## config.mk

```make
export PLATFORM = sky130hd
export DESIGN_NAME = flash_page_write_combiner_top
export DESIGN_NICKNAME = d
export VERILOG_FILES = /design/src/rtl/fpwc_pkg.sv /design/src/rtl/flash_page_write_combiner_top.sv /design/src/rtl/fpwc_ram.sv /design/src/rtl/fpwc_datapath.sv /design/src/rtl/fpwc_ctrl.sv
export SDC_FILE = /design/constraint.sdc
export NUM_CORES = 2
export LEC_CHECK = 0
export BUFFER_PORTS_ARGS = -buffer_cell sky130_fd_sc_hd__clkbuf_2
export CORE_MARGIN = 2
export CORE_UTILIZATION = 50
export CTS_CLUSTER_SIZE = 24
export DETAILED_ROUTE_END_ITERATION = 6
export GPL_TIMING_DRIVEN = 1
export PLACE_DENSITY = 0.66
export RECOVER_POWER = 50
export SYNTH_ARGS = -nofsm -noshare
export SYNTH_HDL_FRONTEND = slang
export SYNTH_SLANG_ARGS = --single-unit
```

## constraint.sdc

```tcl
create_clock -name clk -period 25 [get_ports clk]
set_clock_uncertainty 0.15 [all_clocks]
set_input_delay 2.5 -clock clk [delete_from_list [all_inputs] [get_ports clk]]
set_output_delay 2.5 -clock clk [all_outputs]
set_load 0.005 [all_outputs]
```

## src/rtl/fpwc_pkg.sv

```systemverilog
// ----------------------------------------------------------------------------
// fpwc_pkg
// Shared types, sizes and codes of the flash page write combiner.
// ----------------------------------------------------------------------------
package fpwc_pkg;

  localparam int PAGE_BYTES   = 256;
  localparam int SECTOR_BYTES = 4096;
  localparam int REGION_BYTES = 131072;
  localparam int WORD_BYTES   = 8;

  localparam int KIND_W   = 2;
  localparam int SECNUM_W = 5;
  localparam int OFFSET_W = 12;
  localparam int DATA_W   = 8;
  localparam int CMD_W    = 2;
  localparam int ADDR_W   = 24;
  localparam int WORD_W   = WORD_BYTES * DATA_W;

  localparam int PAGE_W   = $clog2(PAGE_BYTES);
  localparam int SEC_W    = $clog2(SECTOR_BYTES);
  localparam int REG_W    = $clog2(REGION_BYTES);
  localparam int LANE_W   = $clog2(WORD_BYTES);
  localparam int ROWS     = PAGE_BYTES / WORD_BYTES;
  localparam int ROW_W    = $clog2(ROWS);
  localparam int PNUM_W   = REG_W - PAGE_W;
  localparam int SUM_W    = SECNUM_W + SEC_W + 1;

  localparam int IN_DATA_W  = 32;
  localparam int OUT_DATA_W = 96;

  localparam logic [ADDR_W-1:0] REGION_BASE_RST = 24'hFE0000;

  localparam logic [KIND_W-1:0] KIND_PROG      = 2'd0;
  localparam logic [KIND_W-1:0] KIND_ERASE_SEC = 2'd1;
  localparam logic [KIND_W-1:0] KIND_ERASE_REG = 2'd2;
  localparam logic [KIND_W-1:0] KIND_SYNC      = 2'd3;

  localparam logic [CMD_W-1:0] CMD_DONE      = 2'd0;
  localparam logic [CMD_W-1:0] CMD_PROG      = 2'd1;
  localparam logic [CMD_W-1:0] CMD_ERASE_SEC = 2'd2;
  localparam logic [CMD_W-1:0] CMD_ERASE_REG = 2'd3;

  typedef struct packed {
    logic             capture;
    logic             rd_en;
    logic             rd_flush;
    logic             wr_en;
    logic             open_page;
    logic             clr_page;
    logic             load_word;
    logic             load_fin;
    logic [ROW_W-1:0] row;
  } dp_cmd_t;

  typedef struct packed {
    logic [KIND_W-1:0] kind;
    logic              pending;
    logic              hit;
    logic              out_free;
  } dp_sts_t;

endpackage

```

## src/rtl/flash_page_write_combiner_top.sv

```systemverilog
// ----------------------------------------------------------------------------
// flash_page_write_combiner_top
// Combines byte program requests into one open flash page and emits program
// words, erase commands and a final result for every item.
// ----------------------------------------------------------------------------
// Channel   Direction  tdata (low bit up)                          tuser / tlast
// in_       slave      sector[4:0] byte_offset[16:5] data[24:17]   tuser kind
// out_      master     command[1:0] flash_address[25:2] word[89:26] tlast last
// cfg_      write      region_base[23:0]                           none
//
// A byte program to the open page passes decode, read, write and finish, where
// its result is registered, before the next item is taken; a new page adds an
// open state. A flush reads and loads each of the 32 program words of a page,
// bounded by the single page RAM read port and the one result register.
// A sink stall holds the sequencer; one item is worked on at a time.
// Reset closes the page; the page RAM itself needs no clearing.
// ----------------------------------------------------------------------------
module flash_page_write_combiner_top
  import fpwc_pkg::*;
(
  input  logic                  clk,
  input  logic                  rst_n,
  input  logic                  in_tvalid,
  output logic                  in_tready,
  input  logic [IN_DATA_W-1:0]  in_tdata,   // sector, byte_offset, data
  input  logic [KIND_W-1:0]     in_tuser,   // kind
  output logic                  out_tvalid,
  input  logic                  out_tready,
  output logic [OUT_DATA_W-1:0] out_tdata,  // command, flash_address, word
  output logic                  out_tlast,
  input  logic                  cfg_wr_en,
  input  logic [ADDR_W-1:0]     cfg_wr_data
);

  localparam int SEC_LO  = 0;
  localparam int OFF_LO  = SEC_LO + SECNUM_W;
  localparam int DAT_LO  = OFF_LO + OFFSET_W;
  localparam int ADDR_LO = CMD_W;
  localparam int WORD_LO = ADDR_LO + ADDR_W;
  localparam int PAD_W   = OUT_DATA_W - WORD_LO - WORD_W;

  dp_cmd_t           cmd;
  dp_sts_t           sts;
  logic [CMD_W-1:0]  out_command;
  logic [ADDR_W-1:0] out_address;
  logic [WORD_W-1:0] out_word;

  fpwc_ctrl u_ctrl (
    .clk      (clk),
    .rst_n    (rst_n),
    .in_valid (in_tvalid),
    .in_ready (in_tready),
    .sts      (sts),
    .cmd      (cmd)
  );

  fpwc_datapath u_datapath (
    .clk         (clk),
    .rst_n       (rst_n),
    .cmd         (cmd),
    .sts         (sts),
    .in_kind     (in_tuser),
    .in_sector   (in_tdata[SEC_LO +: SECNUM_W]),
    .in_offset   (in_tdata[OFF_LO +: OFFSET_W]),
    .in_data     (in_tdata[DAT_LO +: DATA_W]),
    .cfg_wr_en   (cfg_wr_en),
    .cfg_wr_data (cfg_wr_data),
    .out_ready   (out_tready),
    .out_valid   (out_tvalid),
    .out_command (out_command),
    .out_address (out_address),
    .out_word    (out_word)
  );

  assign out_tdata = {{PAD_W{1'b0}}, out_word, out_address, out_command};
  assign out_tlast = 1'b1 ^ (out_command == CMD_PROG);

endmodule

```

## src/rtl/fpwc_ram.sv

```systemverilog
// ----------------------------------------------------------------------------
// fpwc_ram
// Generic single-write, single-read RAM with a registered read port.
// ----------------------------------------------------------------------------
module fpwc_ram #(
  parameter int WIDTH = 64,
  parameter int DEPTH = 32
) (
  input  logic                     clk,
  input  logic                     wr_en,
  input  logic [$clog2(DEPTH)-1:0] wr_addr,
  input  logic [WIDTH-1:0]         wr_data,
  input  logic                     rd_en,
  input  logic [$clog2(DEPTH)-1:0] rd_addr,
  output logic [WIDTH-1:0]         rd_data
);

  logic [WIDTH-1:0] mem [DEPTH];

  always_ff @(posedge clk) begin
    if (wr_en) begin
      mem[wr_addr] <= wr_data;
    end
    if (rd_en) begin
      rd_data <= mem[rd_addr];
    end
  end

endmodule

```

## src/rtl/fpwc_datapath.sv

```systemverilog
// ----------------------------------------------------------------------------
// fpwc_datapath
// Page buffer, open page state, address arithmetic and the result register.
// ----------------------------------------------------------------------------
module fpwc_datapath
  import fpwc_pkg::*;
(
  input  logic                  clk,
  input  logic                  rst_n,
  input  dp_cmd_t               cmd,
  output dp_sts_t               sts,
  input  logic [KIND_W-1:0]     in_kind,
  input  logic [SECNUM_W-1:0]   in_sector,
  input  logic [OFFSET_W-1:0]   in_offset,
  input  logic [DATA_W-1:0]     in_data,
  input  logic                  cfg_wr_en,
  input  logic [ADDR_W-1:0]     cfg_wr_data,
  input  logic                  out_ready,
  output logic                  out_valid,
  output logic [CMD_W-1:0]      out_command,
  output logic [ADDR_W-1:0]     out_address,
  output logic [WORD_W-1:0]     out_word
);

  logic [KIND_W-1:0]  kind_r;
  logic [REG_W-1:0]   byte_r;
  logic [REG_W-1:0]   sec_off_r;
  logic [DATA_W-1:0]  data_r;
  logic [PNUM_W-1:0]  open_page_r;
  logic               pending_r;
  logic [ROWS-1:0]    row_ok_r;
  logic [ADDR_W-1:0]  region_base_r;
  logic               out_vld_r;
  logic [CMD_W-1:0]   out_cmd_r;
  logic [ADDR_W-1:0]  out_addr_r;
  logic [WORD_W-1:0]  out_word_r;

  logic [REG_W-1:0]   in_byte;
  logic [REG_W-1:0]   in_sec_off;
  logic [PNUM_W-1:0]  item_page;
  logic [ROW_W-1:0]   item_row;
  logic [LANE_W-1:0]  item_lane;
  logic [ROW_W-1:0]   rd_row;
  logic [ROW_W-1:0]   cur_row;
  logic [WORD_W-1:0]  rd_data;
  logic [WORD_W-1:0]  old_word;
  logic [WORD_W-1:0]  merged;
  logic [REG_W-1:0]   flush_off;
  logic               out_free;

  assign in_byte    = REG_W'((SUM_W'(in_sector) << SEC_W) + SUM_W'(in_offset));
  assign in_sec_off = REG_W'(SUM_W'(in_sector) << SEC_W);
  assign item_page  = byte_r[REG_W-1:PAGE_W];
  assign item_row   = byte_r[PAGE_W-1:LANE_W];
  assign item_lane  = byte_r[LANE_W-1:0];
  assign rd_row     = cmd.rd_flush ? cmd.row : item_row;
  assign cur_row    = cmd.load_word ? cmd.row : item_row;
  assign old_word   = row_ok_r[cur_row] ? rd_data : {WORD_W{1'b1}};
  assign flush_off  = {open_page_r, cmd.row, {LANE_W{1'b0}}};
  assign out_free   = !out_vld_r || out_ready;

  always_comb begin
    for (int l = 0; l < WORD_BYTES; l++) begin
      if (item_lane == LANE_W'(l)) begin
        merged[l*DATA_W +: DATA_W] = old_word[l*DATA_W +: DATA_W] & data_r;
      end else begin
        merged[l*DATA_W +: DATA_W] = old_word[l*DATA_W +: DATA_W];
      end
    end
  end

  fpwc_ram #(
    .WIDTH (WORD_W),
    .DEPTH (ROWS)
  ) u_page_ram (
    .clk     (clk),
    .wr_en   (cmd.wr_en),
    .wr_addr (item_row),
    .wr_data (merged),
    .rd_en   (cmd.rd_en),
    .rd_addr (rd_row),
    .rd_data (rd_data)
  );

  always_ff @(posedge clk) begin
    if (cmd.capture) begin
      kind_r    <= in_kind;
      byte_r    <= in_byte;
      sec_off_r <= in_sec_off;
      data_r    <= in_data;
    end
    if (cmd.load_word) begin
      out_cmd_r  <= CMD_PROG;
      out_addr_r <= ADDR_W'(region_base_r + ADDR_W'(flush_off));
      out_word_r <= old_word;
    end else if (cmd.load_fin) begin
      out_word_r <= '0;
      case (kind_r)
        KIND_ERASE_SEC: begin
          out_cmd_r  <= CMD_ERASE_SEC;
          out_addr_r <= ADDR_W'(region_base_r + ADDR_W'(sec_off_r));
        end
        KIND_ERASE_REG: begin
          out_cmd_r  <= CMD_ERASE_REG;
          out_addr_r <= region_base_r;
        end
        default: begin
          out_cmd_r  <= CMD_DONE;
          out_addr_r <= '0;
        end
      endcase
    end
  end

  always_ff @(posedge clk) begin
    if (!rst_n) begin
      open_page_r   <= '0;
      pending_r     <= 1'b0;
      row_ok_r      <= '0;
      region_base_r <= REGION_BASE_RST;
      out_vld_r     <= 1'b0;
    end else begin
      if (cfg_wr_en) begin
        region_base_r <= cfg_wr_data;
      end
      if (cmd.clr_page) begin
        open_page_r <= '0;
        pending_r   <= 1'b0;
      end else if (cmd.open_page) begin
        open_page_r <= item_page;
        row_ok_r    <= '0;
      end else if (cmd.wr_en) begin
        row_ok_r[item_row] <= 1'b1;
        pending_r          <= 1'b1;
      end
      if (cmd.load_word || cmd.load_fin) begin
        out_vld_r <= 1'b1;
      end else if (out_ready) begin
        out_vld_r <= 1'b0;
      end
    end
  end

  assign sts.kind     = kind_r;
  assign sts.pending  = pending_r;
  assign sts.hit      = pending_r && (item_page == open_page_r);
  assign sts.out_free = out_free;

  assign out_valid   = out_vld_r;
  assign out_command = out_cmd_r;
  assign out_address = out_addr_r;
  assign out_word    = out_word_r;

endmodule

```

## src/rtl/fpwc_ctrl.sv

```systemverilog
// ----------------------------------------------------------------------------
// fpwc_ctrl
// Sequencer for item decode, page flush, byte merge and the final result.
// ----------------------------------------------------------------------------
module fpwc_ctrl
  import fpwc_pkg::*;
(
  input  logic    clk,
  input  logic    rst_n,
  input  logic    in_valid,
  output logic    in_ready,
  input  dp_sts_t sts,
  output dp_cmd_t cmd
);

  localparam logic [3:0] ST_IDLE   = 4'd0;
  localparam logic [3:0] ST_DECODE = 4'd1;
  localparam logic [3:0] ST_FL_RD  = 4'd2;
  localparam logic [3:0] ST_FL_LD  = 4'd3;
  localparam logic [3:0] ST_FL_END = 4'd4;
  localparam logic [3:0] ST_OPEN   = 4'd5;
  localparam logic [3:0] ST_RMW_RD = 4'd6;
  localparam logic [3:0] ST_RMW_WR = 4'd7;
  localparam logic [3:0] ST_FIN    = 4'd8;

  logic [3:0]       state_r;
  logic [3:0]       state_nxt;
  logic [ROW_W-1:0] cnt_r;
  logic [ROW_W-1:0] cnt_nxt;

  always_comb begin
    state_nxt = state_r;
    cnt_nxt   = cnt_r;
    cmd       = '0;
    cmd.row   = cnt_r;
    in_ready  = 1'b0;
    case (state_r)
      ST_IDLE: begin
        in_ready    = 1'b1;
        cmd.capture = in_valid;
        if (in_valid) begin
          state_nxt = ST_DECODE;
        end
      end
      ST_DECODE: begin
        cnt_nxt = '0;
        case (sts.kind)
          KIND_PROG: begin
            if (sts.hit) begin
              state_nxt = ST_RMW_RD;
            end else if (sts.pending) begin
              state_nxt = ST_FL_RD;
            end else begin
              state_nxt = ST_OPEN;
            end
          end
          KIND_ERASE_REG: begin
            cmd.clr_page = 1'b1;
            state_nxt    = ST_FIN;
          end
          default: begin
            state_nxt = sts.pending ? ST_FL_RD : ST_FIN;
          end
        endcase
      end
      ST_FL_RD: begin
        cmd.rd_en    = 1'b1;
        cmd.rd_flush = 1'b1;
        state_nxt    = ST_FL_LD;
      end
      ST_FL_LD: begin
        if (sts.out_free) begin
          cmd.load_word = 1'b1;
          cnt_nxt       = cnt_r + ROW_W'(1);
          state_nxt     = (cnt_r == ROW_W'(ROWS - 1)) ? ST_FL_END : ST_FL_RD;
        end
      end
      ST_FL_END: begin
        cmd.clr_page = 1'b1;
        state_nxt    = (sts.kind == KIND_PROG) ? ST_OPEN : ST_FIN;
      end
      ST_OPEN: begin
        cmd.open_page = 1'b1;
        state_nxt     = ST_RMW_RD;
      end
      ST_RMW_RD: begin
        cmd.rd_en = 1'b1;
        state_nxt = ST_RMW_WR;
      end
      ST_RMW_WR: begin
        cmd.wr_en = 1'b1;
        state_nxt = ST_FIN;
      end
      ST_FIN: begin
        if (sts.out_free) begin
          cmd.load_fin = 1'b1;
          state_nxt    = ST_IDLE;
        end
      end
      default: begin
        state_nxt = ST_IDLE;
      end
    endcase
  end

  always_ff @(posedge clk) begin
    if (!rst_n) begin
      state_r <= ST_IDLE;
      cnt_r   <= '0;
    end else begin
      state_r <= state_nxt;
      cnt_r   <= cnt_nxt;
    end
  end

endmodule

```

==> summary.md <==
| Metric | Value |
|---|---|
| CP Cell Sequence | nor4b_1 -> clkbuf_1 -> mux2i_4 -> clkbuf_1 -> buf_4 -> buf_4 -> mux4_2 -> mux2i_1 -> a32oi_1 -> and3_1 |
| Number of port buffers | 148 |
| Die height | 431 um |
| Status | finished, violations left |
| Reg clk slew, reported paths | 0.06 ns |
| Final Hold Fails | 0 |
| DP Worst Slack | 16.78 ns |
| Worst path slowest cell | clkbuf_1 |
| Sequential-to-total area share from yosys stat | 0.750 |
| Antenna viol nets, final | 0 |
| Multi-input gate area | 21400 sq um |
| Period utilization | 0.504 |
| Post-DP HPWL | 116 mm |
| Total CTS buffers | 222 |
| Cell count after synthesis | 4762 |
| Worst Hold Class | register to register |
| Tmin final | 12.60 ns |
| Req. time, crit path | 25.48 ns |
| Failing checks | capacitance limit, slew limit |
| Clk_lat worst skew | 0.88 ns |
| Crit path buf inv count | 4 |
| Num ports | 162 |
| Top layer in use | met5 |
| DRT Wirelength | 236 mm |
| Clock power share | 0.368 |
| Logic pwr share | 0.120 |
| Sw Pwr | 2160 uW |
| Hold Buf Count CTS | 0 |
| Starting Density | 0.504 |
| Placed cell count | 7108 |
| Max FO, Critical Path | 104 |
| GRT overflow | 0 |
| Met3 routed WL | 20.8 mm |
| Fmax | 79.4 MHz |
| Slew HR | -5.16 |
| GRT Util Overall | 0.252 |
| Syn Std Cell Area | 91200 sq um |
| Final RePlAce weighted congestion | 0.780 |
| Initial antenna violation count | 5 |
| H-Tree Depth | 4 |
| Root Driver | clkbuf_16 |
| WHS | 0.307 ns |
| Clock sinks | 2305 |
| Clock buffer depth | 3 |
| First-pass GRT wire length | 335 mm |
| DRT Pass-1 Iters | 5 |
| Mapped Avg Cell Area | 19.2 sq um |
| Sequential Power Share | 0.513 |
| Pin count of the biggest net entering global routing | 141 |
| Non-filler instance count after layout | 7516 |
| Crit. End Element | register |
| Total negative slack | 0 ns |
| Final setup vio count | 0 |
| Slowest stage delay, CP | 6.40 ns |
| YS warnings | 0 |
| Fin util | 0.561 |
| Slew Limit Fails | 2373 |
| Critical path class | register to register |
| Fin worst setup slack | 12.40 ns |
| Sw frac | 0.245 |
| RSZ-0062 raised after global routing | no |
| Internal Power | 6660 uW |
| Pwr dens | 86.9 nW/um^2 |
| Vias in the first global route | 46900 |
| Core area | 181000 sq um |
| Via count | 47800 |
| Crit path launch type | register |
| Post-synthesis cell type count | 88 |
| Mean routed wirelength per cell | 31.3 um |
| Critical Path AT | 13.08 ns |
| Final #Nets | 5052 |
| Die area | 186000 sq um |
| Die Width | 431 um |
| Layout filler cell count | 13500 |
| Drt drc | 0 |
| Seq cells post-synth | 2305 |
| Cts repair resizes | 0 |
| Layout cells sized above 1 | 0.209 |
| Iteration-0 DRC Markers | 6423 |
| Crit path max-delay family | buffers and inverters |
| MaxCap Viol Count | 73 |
| Worst IR Drop VDD | 0.0000792 V |
| Routed length on met2 | 114 mm |
| Row cnt | 156 |
| Setup repair bufs after CTS | 0 |
| Post-synth EDFFs | 2227 |
| Vias/cell | 6.35 |
| Register Area | 68400 sq um |
| Ys async rst share | 0 |
| Total routed wire length on the met1 layer | 91.9 mm |
| Area Growth Syn to Fin | 11.3% |
| Worst Tran Pin Value | 9.23 ns |
| Commonest register cell after synthesis | edfxtp_1 |
| TritonCTS clock tree | built |
| Lkg Pwr | 0.0317 uW |
[final cells by class]
type,count,area share
clock inverters,127,0.0115
repair buffers,269,0.0134
flip-flops and latches,2305,0.674
clock buffers,279,0.0574
well taps,2370,0.0292
diodes,2,0.0000493
inverters,79,0.00292
multi-input cells,2085,0.211
[final timing paths]
check | start | endpoint | slack, ns | cells past startpoint
setup / recovery | u_ctrl.state_r[1]$_SDFFE_PN0P_ | u_datapath.u_page_ram.rd_data[25]$_DFFE_PP_ | 12.40 | 10
hold reg to reg | u_datapath.row_ok_r[13]$_SDFFE_PN0P_ | u_datapath.row_ok_r[13]$_SDFFE_PN0P_ | 0.31 | 2
hold / removal | u_datapath.row_ok_r[13]$_SDFFE_PN0P_ | u_datapath.row_ok_r[13]$_SDFFE_PN0P_ | 0.31 | 2
setup reg to reg | u_ctrl.state_r[1]$_SDFFE_PN0P_ | u_datapath.u_page_ram.rd_data[25]$_DFFE_PP_ | 12.40 | 10
[cell families (layout without fill, tap and decap cells)]
group	count (synthesis)	in the layout	synth area share
flops	2305	2305	0.750
fa+ha+maj	27	27	0.00387
buf+inv	377	754	0.0207
compound gates	514	514	0.0405
simple gates	901	901	0.0447
other cells	1	8	0.0000411
mux	608	608	0.137
xor+xnor	29	29	0.00278
[power by group through the flow]
stage	registers [uW]	clock network (uW)	logic, uW
floorplan	4580	0	722
global placement	4600	0	1020
detailed placement	4600	0	1040
CTS	4520	3280	1050
global route	4530	3420	1140
finish	4520	3240	1050
[state kept, by name, indices dropped and copies added, names as in the netlist, 8 cells and up]
register and cells:
u_datapath.row_ok_r 32, u_datapath.region_base_r 24, u_datapath.out_word 64, u_datapath.u_page_ram.mem 2048, u_datapath.open_page_r 9, u_datapath.u_page_ram.rd_data 64
u_datapath.byte_r 17, u_datapath.out_address 24, u_datapath.data_r 8
[cells in the final DEF, fill, tap and decap left out, types with 8 or more instances in the layout]
cell type and n:
a21o_1 8, a21oi_1 96, a21oi_2 93, a32oi_1 64
and3_1 75, buf_4 47, bufinv_16 16, clkbuf_1 199
clkbuf_16 224, clkbuf_2 71, clkinv_1 65, clkinv_2 28
dfxtp_1 78, edfxtp_1 2227, ha_1 25, inv_1 79
mux2i_1 91, mux4_2 512, nand2_1 460, nand3_1 160
nor2_1 84, nor2_4 29, nor2b_1 21, nor3_1 12
o21ai_0 26, o22ai_1 8, o31ai_1 66, o32ai_1 66
or3_1 12, xnor2_1 11, xor2_1 18
[layer usage]
layer	up-vias	track usage
met5	-	0
met4	2	0.0890
met3	430	0.0436
met2	2374	0.408
met1	25200	0.349
li1	19700	-
[worst reg2reg max path: stages, from the launching register on]
cell	delay [ns]
dfxtp_1	0.74
nor4b_1	0.33
clkbuf_1	0.77
mux2i_4	0.34
clkbuf_1	6.40
buf_4	1.56
buf_4	0.85
mux4_2	0.64
mux2i_1	0.16
a32oi_1	0.16
and3_1	0.26
[Yosys cell counts, drive strengths merged (4+ instances only)]
| library cell | count | share of area |
|---|---|---|
| o22ai | 8 | 0.00055 |
| ha | 25 | 0.0034 |
| a211oi | 5 | 0.00041 |
| mux2i | 93 | 0.010 |
| nor2b | 21 | 0.0014 |
| nand4 | 4 | 0.00027 |
| a21o | 9 | 0.00074 |
| o31ai | 67 | 0.0056 |
| a31oi | 5 | 0.00034 |
| clkbuf | 110 | 0.0045 |
| edfxtp | 2227 | 0.73 |
| o211a | 5 | 0.00055 |
| a2111oi | 5 | 0.00048 |
| o21bai | 5 | 0.00041 |
| or3 | 12 | 0.00082 |
| xnor2 | 11 | 0.0011 |
| or2 | 4 | 0.00027 |
| o21a | 6 | 0.00049 |
| nor3 | 12 | 0.00066 |
| nand2 | 460 | 0.019 |
| inv | 79 | 0.0033 |
| a21boi | 8 | 0.00066 |
| nor2 | 114 | 0.0048 |
| and3 | 75 | 0.0051 |
| xor2 | 18 | 0.0017 |
| nor4 | 4 | 0.00027 |
| o32ai | 67 | 0.0065 |
| mux4 | 512 | 0.13 |
| nor3b | 4 | 0.00033 |
| dfxtp | 78 | 0.017 |
| buf | 188 | 0.013 |
| o21ai | 30 | 0.0017 |
| a22oi | 5 | 0.00041 |
| a32oi | 64 | 0.0061 |
| nand2b | 7 | 0.00048 |
| o311ai | 7 | 0.00067 |
| nand3 | 161 | 0.0089 |
| and2 | 8 | 0.00055 |
| a21oi | 194 | 0.012 |
[stage by stage]
stage          area (sq um)  power [uW]
2_1_floorplan         91200        5310
3_3_place_gp          94900        5620
3_5_place_dp          94900        5640
4_1_cts              102000        8850
5_1_grt              101000        9090
6_report             101000        8820
(Power assumes the default switching activity.)
